--- config.mk ---
export PLATFORM = sky130hd
export DESIGN_NAME = tile_map_column_raycaster
export DESIGN_NICKNAME = d
export VERILOG_FILES = /design/src/rtl/rcst_pkg.sv /design/src/rtl/rcst_div.sv /design/src/rtl/rcst_ctrl.sv /design/src/rtl/rcst_dp.sv /design/src/rtl/tile_map_column_raycaster.sv
export SDC_FILE = /design/constraint.sdc
export NUM_CORES = 2
export LEC_CHECK = 0
export BUFFER_PORTS_ARGS = -buffer_cell sky130_fd_sc_hd__buf_2
export CAP_MARGIN = 20
export CORE_ASPECT_RATIO = 1.2
export CORE_MARGIN = 2
export CORE_UTILIZATION = 44
export DETAILED_ROUTE_END_ITERATION = 10
export GPL_ROUTABILITY_DRIVEN = 0
export PLACE_DENSITY_LB_ADDON = 0.08
export SLEW_MARGIN = 20
export SYNTH_ARGS = -nofsm -noshare
export SYNTH_HDL_FRONTEND = slang
export SYNTH_HIERARCHICAL = 1
export SYNTH_SLANG_ARGS = --single-unit
--- constraint.sdc ---
create_clock -name i_clk -period 8.8 [get_ports i_clk]
set_input_delay 1.32 -clock i_clk [delete_from_list [all_inputs] [get_ports i_clk]]
set_output_delay 1.32 -clock i_clk [all_outputs]
set_load 0.02 [all_outputs]
--- src/rtl/rcst_pkg.sv ---
// Shared types, command codes and constants of the column raycaster.
package rcst_pkg;

    // Field widths
    localparam int COL_W    = 10;
    localparam int POS_W    = 21;
    localparam int ANG_W    = 16;
    localparam int DEPTH_W  = 22;
    localparam int D_W      = 23;   // march distance, one step past max depth
    localparam int ACC_W    = 40;   // signed Q.31 position accumulator
    localparam int DIVD_W   = 40;
    localparam int DIVS_W   = 23;
    localparam int PROD_W   = 36;
    localparam int CFG_IDX_W = 3;
    localparam int CFG_DATA_W = 22;

    // Register indexes
    localparam logic [CFG_IDX_W-1:0] CFG_SCREEN_WIDTH  = 3'd0;
    localparam logic [CFG_IDX_W-1:0] CFG_SCREEN_HEIGHT = 3'd1;
    localparam logic [CFG_IDX_W-1:0] CFG_FIELD_OF_VIEW = 3'd2;
    localparam logic [CFG_IDX_W-1:0] CFG_MAX_DEPTH     = 3'd3;
    localparam logic [CFG_IDX_W-1:0] CFG_MARCH_STEP    = 3'd4;

    // Register reset values
    localparam logic [9:0]  RST_SCREEN_WIDTH  = 10'd320;
    localparam logic [7:0]  RST_SCREEN_HEIGHT = 8'd240;
    localparam logic [15:0] RST_FIELD_OF_VIEW = 16'd4096;
    localparam logic [21:0] RST_MAX_DEPTH     = 22'd1048576;
    localparam logic [15:0] RST_MARCH_STEP    = 16'd655;

    // Quarter-wave sine polynomial coefficients, Q16
    localparam logic signed [17:0] POLY_A = 18'sd102944;
    localparam logic signed [17:0] POLY_B = 18'sd42048;
    localparam logic signed [17:0] POLY_C = 18'sd4640;

    localparam logic [0:0] REQ_LOAD = 1'b0;
    localparam logic [0:0] REQ_CAST = 1'b1;

    typedef struct packed {
        logic        req_type;
        logic [4:0]  row_index;
        logic [31:0] row_bits;
        logic [20:0] pos_x;
        logic [20:0] pos_y;
        logic [15:0] view_angle;
        logic [9:0]  column;
    } t_in_item;

    typedef struct packed {
        logic [9:0]        out_column;
        logic [21:0]       distance;
        logic              wall_hit;
        logic signed [7:0] ceiling_row;
        logic [8:0]        floor_row;
        logic [15:0]       texture_u;
    } t_out_item;

    typedef enum logic [4:0] {
        ST_IDLE, ST_CT_MUL, ST_CT_DIV, ST_CT_WAIT, ST_ANGLE, ST_SZ,
        ST_P1, ST_P2, ST_P3, ST_P4, ST_P5, ST_INC_X, ST_INC_Y, ST_INIT,
        ST_MARCH, ST_CL_DIV, ST_CL_WAIT, ST_FINISH
    } t_state;

    typedef enum logic [4:0] {
        OP_NONE, OP_CT_MUL, OP_CT_DIV, OP_ANGLE, OP_SZ, OP_P1, OP_P2,
        OP_P3, OP_P4, OP_P5, OP_INC_X, OP_INC_Y, OP_INIT, OP_MARCH,
        OP_CL_DIV, OP_FINISH
    } t_dp_op;

    typedef struct packed {
        logic   accept;
        logic   cos_sel;
        t_dp_op op;
    } t_dp_cmd;

    typedef struct packed {
        logic div_done;
        logic march_done;
        logic zero_depth;
        logic out_free;
    } t_dp_status;

endpackage

--- src/rtl/rcst_div.sv ---
// Restoring divider, one quotient bit per cycle.
module rcst_div (
    input  logic                           i_clk,
    input  logic                           i_rst_n,
    input  logic                           i_start,
    input  logic [rcst_pkg::DIVD_W-1:0]    i_dividend,
    input  logic [rcst_pkg::DIVS_W-1:0]    i_divisor,
    output logic                           o_done,
    output logic [rcst_pkg::DIVD_W-1:0]    o_quotient
);
    localparam int CNT_W = $clog2(rcst_pkg::DIVD_W);
    localparam logic [CNT_W-1:0] LAST = CNT_W'(rcst_pkg::DIVD_W - 1);

    logic                          r_busy, n_busy;
    logic                          r_done, n_done;
    logic [CNT_W-1:0]              r_cnt, n_cnt;
    logic [rcst_pkg::DIVS_W:0]     r_rem, n_rem;
    logic [rcst_pkg::DIVD_W-1:0]   r_quo, n_quo;
    logic [rcst_pkg::DIVS_W-1:0]   r_div;
    logic [rcst_pkg::DIVS_W:0]     rem_sh;
    logic [rcst_pkg::DIVS_W+1:0]   diff;

    // Shift in one dividend bit, subtract where it fits
    always_comb begin
        rem_sh = {r_rem[rcst_pkg::DIVS_W-1:0], r_quo[rcst_pkg::DIVD_W-1]};
        diff   = {1'b0, rem_sh} - {2'b00, r_div};
        n_busy = r_busy;
        n_done = 1'b0;
        n_cnt  = r_cnt;
        n_rem  = r_rem;
        n_quo  = r_quo;
        if (i_start) begin
            n_busy = 1'b1;
            n_cnt  = '0;
            n_rem  = '0;
            n_quo  = i_dividend;
        end else if (r_busy) begin
            n_rem = diff[rcst_pkg::DIVS_W+1] ? rem_sh : diff[rcst_pkg::DIVS_W:0];
            n_quo = {r_quo[rcst_pkg::DIVD_W-2:0], ~diff[rcst_pkg::DIVS_W+1]};
            n_cnt = r_cnt + 1'b1;
            if (r_cnt == LAST) begin
                n_busy = 1'b0;
                n_done = 1'b1;
            end
        end
    end

    always_ff @(posedge i_clk) begin
        if (!i_rst_n) begin
            r_busy <= 1'b0;
            r_done <= 1'b0;
            r_cnt  <= '0;
        end else begin
            r_busy <= n_busy;
            r_done <= n_done;
            r_cnt  <= n_cnt;
        end
    end

    always_ff @(posedge i_clk) begin
        r_rem <= n_rem;
        r_quo <= n_quo;
        if (i_start) begin
            r_div <= i_divisor;
        end
    end

    assign o_done     = r_done;
    assign o_quotient = r_quo;

endmodule

--- src/rtl/rcst_ctrl.sv ---
// Sequencer of the raycaster: setup, sine, march, ceiling and result.
module rcst_ctrl (
    input  logic                  i_clk,
    input  logic                  i_rst_n,
    input  logic                  i_in_valid,
    input  logic                  i_in_cast,
    output logic                  o_in_stall,
    input  rcst_pkg::t_dp_status  i_status,
    output rcst_pkg::t_dp_cmd     o_cmd
);
    rcst_pkg::t_state r_state, n_state;
    logic             r_phase, n_phase;

    // Next state
    always_comb begin
        n_state = r_state;
        n_phase = r_phase;
        case (r_state)
            rcst_pkg::ST_IDLE: begin
                if (i_in_valid && i_in_cast) n_state = rcst_pkg::ST_CT_MUL;
            end
            rcst_pkg::ST_CT_MUL:  n_state = rcst_pkg::ST_CT_DIV;
            rcst_pkg::ST_CT_DIV:  n_state = rcst_pkg::ST_CT_WAIT;
            rcst_pkg::ST_CT_WAIT: begin
                if (i_status.div_done) n_state = rcst_pkg::ST_ANGLE;
            end
            rcst_pkg::ST_ANGLE: begin
                n_phase = 1'b0;
                n_state = rcst_pkg::ST_SZ;
            end
            rcst_pkg::ST_SZ: n_state = rcst_pkg::ST_P1;
            rcst_pkg::ST_P1: n_state = rcst_pkg::ST_P2;
            rcst_pkg::ST_P2: n_state = rcst_pkg::ST_P3;
            rcst_pkg::ST_P3: n_state = rcst_pkg::ST_P4;
            rcst_pkg::ST_P4: n_state = rcst_pkg::ST_P5;
            rcst_pkg::ST_P5: begin
                if (r_phase) begin
                    n_state = rcst_pkg::ST_INC_X;
                end else begin
                    n_phase = 1'b1;
                    n_state = rcst_pkg::ST_SZ;
                end
            end
            rcst_pkg::ST_INC_X: n_state = rcst_pkg::ST_INC_Y;
            rcst_pkg::ST_INC_Y: n_state = rcst_pkg::ST_INIT;
            rcst_pkg::ST_INIT: begin
                n_state = i_status.zero_depth ? rcst_pkg::ST_CL_DIV : rcst_pkg::ST_MARCH;
            end
            rcst_pkg::ST_MARCH: begin
                if (i_status.march_done) n_state = rcst_pkg::ST_CL_DIV;
            end
            rcst_pkg::ST_CL_DIV: n_state = rcst_pkg::ST_CL_WAIT;
            rcst_pkg::ST_CL_WAIT: begin
                if (i_status.div_done) n_state = rcst_pkg::ST_FINISH;
            end
            rcst_pkg::ST_FINISH: begin
                if (i_status.out_free) n_state = rcst_pkg::ST_IDLE;
            end
            default: n_state = rcst_pkg::ST_IDLE;
        endcase
    end

    // Commands to the datapath
    always_comb begin
        o_cmd.accept  = (r_state == rcst_pkg::ST_IDLE) && i_in_valid;
        o_cmd.cos_sel = r_phase;
        case (r_state)
            rcst_pkg::ST_CT_MUL: o_cmd.op = rcst_pkg::OP_CT_MUL;
            rcst_pkg::ST_CT_DIV: o_cmd.op = rcst_pkg::OP_CT_DIV;
            rcst_pkg::ST_ANGLE:  o_cmd.op = rcst_pkg::OP_ANGLE;
            rcst_pkg::ST_SZ:     o_cmd.op = rcst_pkg::OP_SZ;
            rcst_pkg::ST_P1:     o_cmd.op = rcst_pkg::OP_P1;
            rcst_pkg::ST_P2:     o_cmd.op = rcst_pkg::OP_P2;
            rcst_pkg::ST_P3:     o_cmd.op = rcst_pkg::OP_P3;
            rcst_pkg::ST_P4:     o_cmd.op = rcst_pkg::OP_P4;
            rcst_pkg::ST_P5:     o_cmd.op = rcst_pkg::OP_P5;
            rcst_pkg::ST_INC_X:  o_cmd.op = rcst_pkg::OP_INC_X;
            rcst_pkg::ST_INC_Y:  o_cmd.op = rcst_pkg::OP_INC_Y;
            rcst_pkg::ST_INIT:   o_cmd.op = rcst_pkg::OP_INIT;
            rcst_pkg::ST_MARCH:  o_cmd.op = rcst_pkg::OP_MARCH;
            rcst_pkg::ST_CL_DIV: o_cmd.op = rcst_pkg::OP_CL_DIV;
            rcst_pkg::ST_FINISH: o_cmd.op = rcst_pkg::OP_FINISH;
            default:             o_cmd.op = rcst_pkg::OP_NONE;
        endcase
    end

    assign o_in_stall = (r_state != rcst_pkg::ST_IDLE);

    always_ff @(posedge i_clk) begin
        if (!i_rst_n) begin
            r_state <= rcst_pkg::ST_IDLE;
            r_phase <= 1'b0;
        end else begin
            r_state <= n_state;
            r_phase <= n_phase;
        end
    end

    // Input is only taken in idle
    a_stall_busy: assert property (@(posedge i_clk) disable iff (!i_rst_n)
        (r_state != rcst_pkg::ST_IDLE) |-> o_in_stall)
        else $error("input taken while busy");
    // A cast beat starts the setup sequence
    a_cast_start: assert property (@(posedge i_clk) disable iff (!i_rst_n)
        (r_state == rcst_pkg::ST_IDLE && i_in_valid && i_in_cast)
        |=> (r_state == rcst_pkg::ST_CT_MUL))
        else $error("cast beat not started");
    // Result is only loaded when the output register can take it
    a_finish: assert property (@(posedge i_clk) disable iff (!i_rst_n)
        (r_state == rcst_pkg::ST_FINISH && !i_status.out_free)
        |=> (r_state == rcst_pkg::ST_FINISH))
        else $error("finish left without free output");

endmodule

--- src/rtl/rcst_dp.sv ---
// Datapath: registers, wall map, shared multiplier, divider and march unit.
module rcst_dp #(
    parameter int MAP_COLS     = 32,
    parameter int MAP_ROWS     = 32,
    parameter int SINE_ENTRIES = 1024
) (
    input  logic                                 i_clk,
    input  logic                                 i_rst_n,
    input  logic                                 i_cfg_wr_en,
    input  logic [rcst_pkg::CFG_IDX_W-1:0]       i_cfg_index,
    input  logic [rcst_pkg::CFG_DATA_W-1:0]      i_cfg_data,
    input  rcst_pkg::t_in_item                   i_in_data,
    input  rcst_pkg::t_dp_cmd                    i_cmd,
    output rcst_pkg::t_dp_status                 o_status,
    output logic                                 o_out_valid,
    input  logic                                 i_out_stall,
    output rcst_pkg::t_out_item                  o_out_data
);
    localparam int ROW_W = (MAP_ROWS > 1) ? $clog2(MAP_ROWS) : 1;
    localparam int IDX_W = $clog2(SINE_ENTRIES) + 1;
    localparam int SCL_W = 16 + IDX_W;

    // Configuration registers
    logic [9:0]  r_sw;
    logic [7:0]  r_sh;
    logic [15:0] r_fov;
    logic [21:0] r_max_depth;
    logic [15:0] r_step;

    always_ff @(posedge i_clk) begin
        if (!i_rst_n) begin
            r_sw        <= rcst_pkg::RST_SCREEN_WIDTH;
            r_sh        <= rcst_pkg::RST_SCREEN_HEIGHT;
            r_fov       <= rcst_pkg::RST_FIELD_OF_VIEW;
            r_max_depth <= rcst_pkg::RST_MAX_DEPTH;
            r_step      <= rcst_pkg::RST_MARCH_STEP;
        end else if (i_cfg_wr_en) begin
            case (i_cfg_index)
                rcst_pkg::CFG_SCREEN_WIDTH:  r_sw        <= i_cfg_data[9:0];
                rcst_pkg::CFG_SCREEN_HEIGHT: r_sh        <= i_cfg_data[7:0];
                rcst_pkg::CFG_FIELD_OF_VIEW: r_fov       <= i_cfg_data[15:0];
                rcst_pkg::CFG_MAX_DEPTH:     r_max_depth <= i_cfg_data[21:0];
                rcst_pkg::CFG_MARCH_STEP:    r_step      <= i_cfg_data[15:0];
                default: ;
            endcase
        end
    end

    // Wall map, cleared at reset, written one row per load beat
    logic [31:0] r_map [MAP_ROWS];
    logic [6:0]  wr_row;
    logic        wr_en;

    assign wr_row = 7'(i_in_data.row_index);
    assign wr_en  = i_cmd.accept && (i_in_data.req_type == rcst_pkg::REQ_LOAD)
                    && (int'(i_in_data.row_index) < MAP_ROWS);

    always_ff @(posedge i_clk) begin
        if (!i_rst_n) begin
            for (int i = 0; i < MAP_ROWS; i++) begin
                r_map[i] <= '0;
            end
        end else if (wr_en) begin
            r_map[wr_row[ROW_W-1:0]] <= i_in_data.row_bits;
        end
    end

    // Cast beat fields
    logic [9:0]  r_col;
    logic [20:0] r_px, r_py;
    logic [15:0] r_view;

    always_ff @(posedge i_clk) begin
        if (i_cmd.accept) begin
            r_col  <= i_in_data.column;
            r_px   <= i_in_data.pos_x;
            r_py   <= i_in_data.pos_y;
            r_view <= i_in_data.view_angle;
        end
    end

    // Divider, shared by the column term and the ceiling
    logic                          div_start;
    logic [rcst_pkg::DIVD_W-1:0]   div_dividend;
    logic [rcst_pkg::DIVS_W-1:0]   div_divisor;
    logic                          div_done;
    logic [rcst_pkg::DIVD_W-1:0]   div_quo;

    logic signed [rcst_pkg::PROD_W-1:0] r_prod;
    logic [rcst_pkg::D_W-1:0]           r_d;

    assign div_start = (i_cmd.op == rcst_pkg::OP_CT_DIV) || (i_cmd.op == rcst_pkg::OP_CL_DIV);
    assign div_dividend = (i_cmd.op == rcst_pkg::OP_CT_DIV)
        ? rcst_pkg::DIVD_W'(r_prod[25:0])
        : {r_sh, 32'd0};
    assign div_divisor = (i_cmd.op == rcst_pkg::OP_CT_DIV)
        ? rcst_pkg::DIVS_W'(r_sw) : r_d;

    rcst_div u_div (
        .i_clk      (i_clk),
        .i_rst_n    (i_rst_n),
        .i_start    (div_start),
        .i_dividend (div_dividend),
        .i_divisor  (div_divisor),
        .o_done     (div_done),
        .o_quotient (div_quo)
    );

    // Ray angle and sine argument
    logic [15:0]      r_angle;
    logic [15:0]      colterm;
    logic [15:0]      a_in;
    logic [SCL_W-1:0] scaled;
    logic [SCL_W-1:0] quant;
    logic [15:0]      a_q;
    logic [16:0]      z0;
    logic [16:0]      r_z;
    logic [1:0]       r_q;
    logic [17:0]      r_z2;

    assign colterm = (r_sw == 10'd0) ? 16'd0 : div_quo[15:0];
    assign a_in    = r_angle + (i_cmd.cos_sel ? 16'd16384 : 16'd0);
    assign scaled  = SCL_W'(a_in) * SCL_W'(SINE_ENTRIES);
    assign quant   = {scaled[SCL_W-1:16], 16'd0} / SCL_W'(SINE_ENTRIES);
    assign a_q     = quant[15:0];
    assign z0      = {1'b0, a_q[13:0], 2'b00};

    // Shared multiplier operand select
    logic signed [17:0] ma, mb;
    logic [17:0]        p_hi;
    logic [17:0]        half;
    logic [15:0]        mag;
    logic [16:0]        step_eff;
    logic signed [15:0] r_ex, r_ey;
    logic signed [31:0] r_incx, r_incy;

    assign p_hi     = r_prod[33:16];
    assign half     = (p_hi + 18'd1) >> 1;
    assign mag      = (half > 18'd32767) ? 16'd32767 : half[15:0];
    assign step_eff = (r_step == 16'd0) ? 17'd1 : {1'b0, r_step};

    always_comb begin
        ma = '0;
        mb = '0;
        case (i_cmd.op)
            rcst_pkg::OP_CT_MUL: begin
                ma = $signed({8'd0, r_col});
                mb = $signed({2'd0, r_fov});
            end
            rcst_pkg::OP_P1: begin
                ma = $signed({1'b0, r_z});
                mb = $signed({1'b0, r_z});
            end
            rcst_pkg::OP_P2: begin
                ma = rcst_pkg::POLY_C;
                mb = $signed(p_hi);
            end
            rcst_pkg::OP_P3: begin
                ma = rcst_pkg::POLY_B - $signed(p_hi);
                mb = $signed(r_z2);
            end
            rcst_pkg::OP_P4: begin
                ma = rcst_pkg::POLY_A - $signed(p_hi);
                mb = $signed({1'b0, r_z});
            end
            rcst_pkg::OP_INC_X: begin
                ma = 18'(r_ex);
                mb = $signed({1'b0, step_eff});
            end
            rcst_pkg::OP_INC_Y: begin
                ma = 18'(r_ey);
                mb = $signed({1'b0, step_eff});
            end
            default: ;
        endcase
    end

    // Multiply, angle, sine and increment registers
    always_ff @(posedge i_clk) begin
        r_prod <= ma * mb;
        case (i_cmd.op)
            rcst_pkg::OP_ANGLE: r_angle <= r_view - {1'b0, r_fov[15:1]} + colterm;
            rcst_pkg::OP_SZ: begin
                r_q <= a_q[15:14];
                r_z <= a_q[14] ? (17'd65536 - z0) : z0;
            end
            rcst_pkg::OP_P2: r_z2 <= p_hi;
            rcst_pkg::OP_P5: begin
                if (i_cmd.cos_sel) begin
                    r_ey <= r_q[1] ? -$signed(mag) : $signed(mag);
                end else begin
                    r_ex <= r_q[1] ? -$signed(mag) : $signed(mag);
                end
            end
            rcst_pkg::OP_INC_Y: r_incx <= r_prod[31:0];
            rcst_pkg::OP_INIT:  r_incy <= r_prod[31:0];
            default: ;
        endcase
    end

    // March: evaluate the current sample, then step or stop
    logic signed [rcst_pkg::ACC_W-1:0] r_sx, r_sy;
    logic                              r_wall;
    logic [8:0]                        cx, cy;
    logic                              out_x, out_y, off_map;
    logic [31:0]                       map_row;
    logic                              wall_cell;
    logic                              d_lt;

    assign cx      = r_sx[39:31];
    assign cy      = r_sy[39:31];
    assign out_x   = cx[8] || (cx[7:0] >= 8'(MAP_COLS));
    assign out_y   = cy[8] || (cy[7:0] >= 8'(MAP_ROWS));
    assign off_map = out_x || out_y;
    assign map_row = r_map[cy[ROW_W-1:0]];
    assign wall_cell = !off_map && (cx[7:5] == 3'd0) && map_row[cx[4:0]];
    assign d_lt    = (r_d < rcst_pkg::D_W'(r_max_depth));

    always_ff @(posedge i_clk) begin
        case (i_cmd.op)
            rcst_pkg::OP_INIT: begin
                r_sx   <= $signed({4'd0, r_px, 15'd0}) + rcst_pkg::ACC_W'(r_incx);
                r_sy   <= $signed({4'd0, r_py, 15'd0})
                          + rcst_pkg::ACC_W'($signed(r_prod[31:0]));
                r_d    <= (r_max_depth == 22'd0) ? '0 : rcst_pkg::D_W'(step_eff);
                r_wall <= 1'b0;
            end
            rcst_pkg::OP_MARCH: begin
                if (off_map) begin
                    r_d <= rcst_pkg::D_W'(r_max_depth);
                end else if (wall_cell) begin
                    r_wall <= 1'b1;
                end else if (d_lt) begin
                    r_sx <= r_sx + rcst_pkg::ACC_W'(r_incx);
                    r_sy <= r_sy + rcst_pkg::ACC_W'(r_incy);
                    r_d  <= r_d + rcst_pkg::D_W'(step_eff);
                end
            end
            default: ;
        endcase
    end

    // Result: hit, texture side, ceiling and floor rows
    logic               hit;
    logic [15:0]        fx, fy;
    logic signed [16:0] dx, dy;
    logic [16:0]        adx, ady;
    logic               use_y;
    logic signed [41:0] c_val;
    logic signed [7:0]  ceil_row;
    rcst_pkg::t_out_item res;

    assign hit   = r_wall && d_lt;
    assign fx    = r_sx[30:15];
    assign fy    = r_sy[30:15];
    assign dx    = $signed({1'b0, fx}) - 17'sd32768;
    assign dy    = $signed({1'b0, fy}) - 17'sd32768;
    assign adx   = dx[16] ? 17'(-dx) : 17'(dx);
    assign ady   = dy[16] ? 17'(-dy) : 17'(dy);
    assign use_y = (adx > ady) || ((adx == ady) &&
                   ((dx > 0 && dy < 0) || (dx < 0 && dy > 0) || (dx == 0 && dy == 0)));
    assign c_val = $signed({19'd0, r_sh, 15'd0}) - $signed({2'd0, div_quo});

    always_comb begin
        if (r_d == '0) begin
            ceil_row = -8'sd1;
        end else if (!c_val[41]) begin
            ceil_row = $signed(c_val[23:16]);
        end else if (c_val > -42'sd65536) begin
            ceil_row = 8'sd0;
        end else begin
            ceil_row = -8'sd1;
        end
        res.out_column  = r_col;
        res.distance    = r_d[22] ? 22'h3FFFFF : r_d[21:0];
        res.wall_hit    = hit;
        res.ceiling_row = ceil_row;
        res.floor_row   = {1'b0, r_sh} - 9'(ceil_row);
        res.texture_u   = hit ? (use_y ? fy : fx) : 16'd0;
    end

    // Output register
    logic                r_out_valid;
    rcst_pkg::t_out_item r_out;
    logic                out_free;
    logic                out_load;

    assign out_free = !r_out_valid || !i_out_stall;
    assign out_load = (i_cmd.op == rcst_pkg::OP_FINISH) && out_free;

    always_ff @(posedge i_clk) begin
        if (!i_rst_n) begin
            r_out_valid <= 1'b0;
        end else if (out_load) begin
            r_out_valid <= 1'b1;
        end else if (!i_out_stall) begin
            r_out_valid <= 1'b0;
        end
    end

    always_ff @(posedge i_clk) begin
        if (out_load) begin
            r_out <= res;
        end
    end

    assign o_out_valid = r_out_valid;
    assign o_out_data  = r_out;

    assign o_status.div_done   = div_done;
    assign o_status.march_done = off_map || wall_cell || !d_lt;
    assign o_status.zero_depth = (r_max_depth == 22'd0);
    assign o_status.out_free   = out_free;

    // A wall is only reported below max depth
    a_hit_depth: assert property (@(posedge i_clk) disable iff (!i_rst_n)
        (r_out_valid && r_out.wall_hit) |-> (r_out.distance < r_max_depth))
        else $error("wall hit at or past max depth");
    // Floor row follows the screen height and the ceiling row
    a_floor: assert property (@(posedge i_clk) disable iff (!i_rst_n)
        r_out_valid |-> (r_out.floor_row == ({1'b0, r_sh} - 9'(r_out.ceiling_row))))
        else $error("floor row mismatch");
    // No texture without a hit
    a_tex: assert property (@(posedge i_clk) disable iff (!i_rst_n)
        (r_out_valid && !r_out.wall_hit) |-> (r_out.texture_u == 16'd0))
        else $error("texture without hit");

endmodule

--- src/rtl/tile_map_column_raycaster.sv ---
// A load beat writes one map row. A cast beat runs, from accept to result, two divides (the
// column term and the ceiling), sine and cosine on one shared multiplier, the march and
// the sequencing states; the result then waits in the finish state while the output stalls.
// At most ceil(max_depth/march_step) march steps (1601 by default), 0 for zero max_depth.
// One beat at a time: no new beat is taken until the current cast has loaded its result.
// Reset: synchronous, active low; clears the wall map, loads default registers.
// A finished result waits in the output register while a new beat is taken.
module tile_map_column_raycaster #(
    parameter int MAP_COLS     = 32,
    parameter int MAP_ROWS     = 32,
    parameter int SINE_ENTRIES = 1024
) (
    input  logic                              i_clk,
    input  logic                              i_rst_n,
    input  logic                              i_cfg_wr_en,
    input  logic [rcst_pkg::CFG_IDX_W-1:0]    i_cfg_index,
    input  logic [rcst_pkg::CFG_DATA_W-1:0]   i_cfg_data,
    input  logic                              i_in_valid,
    output logic                              o_in_stall,
    input  rcst_pkg::t_in_item                i_in_data,
    output logic                              o_out_valid,
    input  logic                              i_out_stall,
    output rcst_pkg::t_out_item               o_out_data
);
    rcst_pkg::t_dp_cmd    cmd;
    rcst_pkg::t_dp_status status;

    rcst_ctrl u_ctrl (
        .i_clk      (i_clk),
        .i_rst_n    (i_rst_n),
        .i_in_valid (i_in_valid),
        .i_in_cast  (i_in_data.req_type == rcst_pkg::REQ_CAST),
        .o_in_stall (o_in_stall),
        .i_status   (status),
        .o_cmd      (cmd)
    );

    rcst_dp #(
        .MAP_COLS     (MAP_COLS),
        .MAP_ROWS     (MAP_ROWS),
        .SINE_ENTRIES (SINE_ENTRIES)
    ) u_dp (
        .i_clk       (i_clk),
        .i_rst_n     (i_rst_n),
        .i_cfg_wr_en (i_cfg_wr_en),
        .i_cfg_index (i_cfg_index),
        .i_cfg_data  (i_cfg_data),
        .i_in_data   (i_in_data),
        .i_cmd       (cmd),
        .o_status    (status),
        .o_out_valid (o_out_valid),
        .i_out_stall (i_out_stall),
        .o_out_data  (o_out_data)
    );

endmodule
==> run_summary.xml <==
<?xml version="1.0" encoding="UTF-8"?>
<metrics>
  <group name="floorplan">
    <metric name="floorplan.die.width" unit="um">424</metric>
    <metric name="fp.dieArea" unit="sq mm">0.215</metric>
    <metric name="placement_rows" unit="">185</metric>
    <metric name="initial_utilization" unit="%">44.1</metric>
    <metric name="fp.coreArea" unit="sq mm">0.211</metric>
    <metric name="num_io_pins" unit="">204</metric>
    <metric name="dieHeight" unit="um">508</metric>
  </group>
  <group name="synthesis">
    <metric name="yosys-top-cells-count" unit="">sky130_fd_sc_hd__edfxtp_1 (1,459), sky130_fd_sc_hd__and2_1 (1,080), sky130_fd_sc_hd__nand2_1 (654), sky130_fd_sc_hd__inv_1 (600), sky130_fd_sc_hd__nor2_1 (427)</metric>
    <metric name="synthesis.area_per_instance" unit="sq um">11.9</metric>
    <metric name="synth_seq_area_share" unit="%">50.3</metric>
    <metric name="synth-adder-area-share" unit="%">11.8</metric>
    <metric name="basic_gate_share_of_the_synthesized_area_counting_and_or_nand_and_nor_cells" unit="%">15.1</metric>
    <metric name="number_of_synthesized_flops_with_an_enable_pin" unit="">1459</metric>
    <metric name="synth.distinct_cells" unit="">105</metric>
    <metric name="yosys-top-cells-area" unit="">sky130_fd_sc_hd__edfxtp_1 (47%), sky130_fd_sc_hd__and2_1 (7.3%), sky130_fd_sc_hd__fa_1 (7.2%)</metric>
    <metric name="mappedNetlistArea" unit="sq mm">0.0932</metric>
    <metric name="largest_family_of_logic_cells_by_synthesized_area" unit="">simple AND/OR/NAND/NOR gates</metric>
    <metric name="synth_top_cell_by_area" unit="">sky130_fd_sc_hd__edfxtp_1</metric>
    <metric name="synth.ff_latch_count" unit="">1612</metric>
    <metric name="synth-xor-area-share" unit="%">2.61</metric>
    <metric name="ys.warnings.count" unit="">6</metric>
    <metric name="async_reset_ff_share" unit="%">0</metric>
    <metric name="synthDominantCellAreaShare" unit="%">47.0</metric>
    <metric name="ys.flop_type" unit="">sky130_fd_sc_hd__edfxtp_1</metric>
    <metric name="synth-compound-area-share" unit="%">7.66</metric>
    <metric name="library_cell_with_the_highest_instance_count_after_synthesis" unit="">sky130_fd_sc_hd__edfxtp_1</metric>
    <metric name="synth.mux.area_fraction" unit="%">7.86</metric>
    <metric name="postSynthCellCount" unit="">7844</metric>
  </group>
  <group name="route">
    <metric name="antenna_left" unit="">0</metric>
    <metric name="firstDrtPassIters" unit="">7</metric>
    <metric name="routed.top_layer" unit="">met5</metric>
    <metric name="wl_per_cell" unit="um">27.3</metric>
    <metric name="met2WireLength" unit="um">150000</metric>
    <metric name="vias_per_cell" unit="">5.68</metric>
    <metric name="dr_wl_met3" unit="um">16200</metric>
    <metric name="detailroute.via_count" unit="">62200</metric>
    <metric name="drt_first_iter_violations" unit="">5161</metric>
    <metric name="wl_met1" unit="um">119000</metric>
    <metric name="finalWirelength" unit="um">299000</metric>
    <metric name="drc" unit="">0</metric>
  </group>
  <group name="place">
    <metric name="placement.io_buffers" unit="">203</metric>
    <metric name="dp.final_hpwl" unit="um">204000</metric>
    <metric name="dpl_cell_area" unit="sq mm">0.0980</metric>
    <metric name="dp_slack" unit="ns">0.209</metric>
    <metric name="placed_cells" unit="">10600</metric>
  </group>
  <group name="setup_path">
    <metric name="worst_setup_path_start_kind" unit="">flop</metric>
    <metric name="worst_setup_path_end_kind" unit="">flop</metric>
    <metric name="cp_data_required_time" unit="ns">9.52</metric>
    <metric name="cp_slowest_cell" unit="">sky130_fd_sc_hd__fa_1</metric>
    <metric name="critical_path_class" unit="">reg -&gt; reg</metric>
    <metric name="cp.buffers_inverters" unit="">9</metric>
    <metric name="critPathTopFamily" unit="">adder cells</metric>
    <metric name="slowest_delay" unit="ns">0.61</metric>
    <metric name="reg2reg_slack" unit="ns">0.36</metric>
    <metric name="critical_path.max_fanout" unit="">5</metric>
    <metric name="cp_data_arrival_time" unit="ns">9.16</metric>
  </group>
  <group name="grt">
    <metric name="grt_util_all_layers" unit="%">27.6</metric>
    <metric name="antenna_found_initial" unit="">25</metric>
    <metric name="vias_in_the_first_global_route" unit="">63000</metric>
    <metric name="grt_overflow_total" unit="">0</metric>
    <metric name="grt_first_pass_wirelength" unit="um">435000</metric>
    <metric name="pin_count_of_the_biggest_net_entering_global_routing" unit="">82</metric>
  </group>
  <group name="finish">
    <metric name="seq_area" unit="sq mm">0.0469</metric>
    <metric name="num-nets-final" unit="">8801</metric>
    <metric name="fillers" unit="">18900</metric>
    <metric name="share_of_the_core_filled_with_cells" unit="%">49.2</metric>
    <metric name="multiInputGateArea" unit="sq mm">0.0426</metric>
    <metric name="area_growth" unit="%">11.5</metric>
    <metric name="stdcell_area" unit="sq mm">0.104</metric>
    <metric name="stdcell_count" unit="">11000</metric>
    <metric name="fraction_of_layout_cells_with_a_size_suffix_above_1" unit="%">14.6</metric>
  </group>
  <group name="sta">
    <metric name="totalNegativeSetupSlack" unit="ns">0</metric>
    <metric name="final-hold-violation-count" unit="">0</metric>
    <metric name="max_slew_headroom" unit="%">23.0</metric>
    <metric name="final_period_minus_worst_setup_slack" unit="ns">8.44</metric>
    <metric name="setup_slack" unit="ns">0.356</metric>
    <metric name="timing.clock.skew" unit="ns">0.0752</metric>
    <metric name="timing.final.max_slew_violations" unit="">0</metric>
    <metric name="setup_viol" unit="">0</metric>
    <metric name="final.hold.worst_slack" unit="ns">0.488</metric>
    <metric name="pin_slew_with_the_least_headroom_to_its_limit" unit="ns">1.15</metric>
    <metric name="finalCritPeriodShare" unit="%">96.0</metric>
    <metric name="fmaxAchievable" unit="GHz">0.118</metric>
  </group>
  <group name="pwr">
    <metric name="power_leakage" unit="nW">40.7</metric>
    <metric name="worst_ir_drop_on_vdd" unit="uV">158</metric>
    <metric name="power_per_cell_area" unit="mW/mm^2">174</metric>
    <metric name="totalPowerFinal" unit="mW">18.1</metric>
  </group>
  <group name="cts">
    <metric name="post_cts_hold_buffer_count" unit="">0</metric>
    <metric name="cts.root.buffer_cell" unit="">sky130_fd_sc_hd__clkbuf_16</metric>
    <metric name="cts-buffers-inserted" unit="">179</metric>
    <metric name="clkSlewWorstSetupHoldPaths" unit="ns">0.06</metric>
    <metric name="cts_tree" unit="">yes</metric>
    <metric name="clock_sinks" unit="">1612</metric>
    <metric name="clk-insertion-delay-late" unit="ns">0.86</metric>
    <metric name="cts.path.max_buffers" unit="">3</metric>
    <metric name="htreeDepth" unit="">4</metric>
  </group>
  <group name="flow_run">
    <metric name="maxCapViolations" unit="">0</metric>
  </group>
  <group name="hold_path">
    <metric name="worst_hold_path_type" unit="">reg -&gt; reg</metric>
  </group>
  <group name="outcome">
    <metric name="status" unit="">finished clean</metric>
  </group>
</metrics>
-- report_power, final --
part	internal (mW)	leakage, nW	switching (mW)
clock	4.16	2.83	3.30
combinational	0.626	22.2	1.13
sequential	8.66	15.7	0.174
-- tightest hold or removal path: cells and delay by family, from the launching register on --
family        cells  cell delay, ns
flops             1            0.31
simple gates      2            0.12
-- layout by cell type, fill, tap and decap left out, types with 183 or more instances in the layout --
cell type                     n
sky130_fd_sc_hd__nor2_1     391
sky130_fd_sc_hd__inv_1      599
sky130_fd_sc_hd__and2_1    1081
sky130_fd_sc_hd__edfxtp_1  1459
sky130_fd_sc_hd__a21oi_1    246
sky130_fd_sc_hd__mux4_2     239
sky130_fd_sc_hd__fa_1       336
sky130_fd_sc_hd__buf_2      202
sky130_fd_sc_hd__xnor2_1    183
sky130_fd_sc_hd__nand2_1    654
sky130_fd_sc_hd__buf_4      226
sky130_fd_sc_hd__ha_1       338
sky130_fd_sc_hd__o21ai_0    183
-- worst paths after layout --
path	from	end	depth (start not counted)
setup reg to reg	u_ctrl/o_cmd[3]	u_dp/r_prod[33]	35
hold reg to reg	u_dp/r_step[0]	u_dp/r_step[0]	2
hold / removal	u_dp/r_step[0]	u_dp/r_step[0]	2
setup / recovery	u_ctrl/o_cmd[3]	u_dp/r_prod[33]	35
-- flip-flops by register name (all words and copies together), names as in the netlist, 23 cells and up, named ones only --
name                   flops
u_dp/r_map              1024
u_dp/o_out_data           66
u_dp/r_sx                 40
u_dp/r_sy                 40
u_dp/u_div/o_quotient     40
u_dp/r_prod               34
u_dp/r_incx               32
u_dp/r_incy               32
u_dp/r_d                  23
u_dp/u_div/r_div          23
u_dp/u_div/r_rem          23
-- kinds of logic after synthesis --
logic type      count (synthesis)
other cells                     3
flops                        1612
simple gates                 2697
xor+xnor                      278
buf+inv                      1078
fa+ha+maj                     675
mux                           422
compound gates               1079
-- cell type report --
class	instances	area share [%]
flip-flops and latches	1612	45.1
clock inverters	103	0.910
repair buffers	435	2.73
inverters	602	2.17
diodes	12	0.0289
multi-input cells	5160	41.0
clock buffers	229	4.66
well taps	2805	3.38
-- repair_timing --
| action | in CTS | in global routing |
|---|---|---|
| resized for setup | 0 | 11 |
| buffers inserted | 0 | 5 |
| endpoints found under the setup margin | 0 | 7 |
-- routing by layer --
layer / vias up / global-route usage (%)
met2: 2050 / 48.2
li1: 27900 / -
met5: - / 0
met1: 31700 / 34.5
met3: 550 / 3.74
met4: 22 / 10.9
No activity file was read; power rests on OpenSTA's default activity.
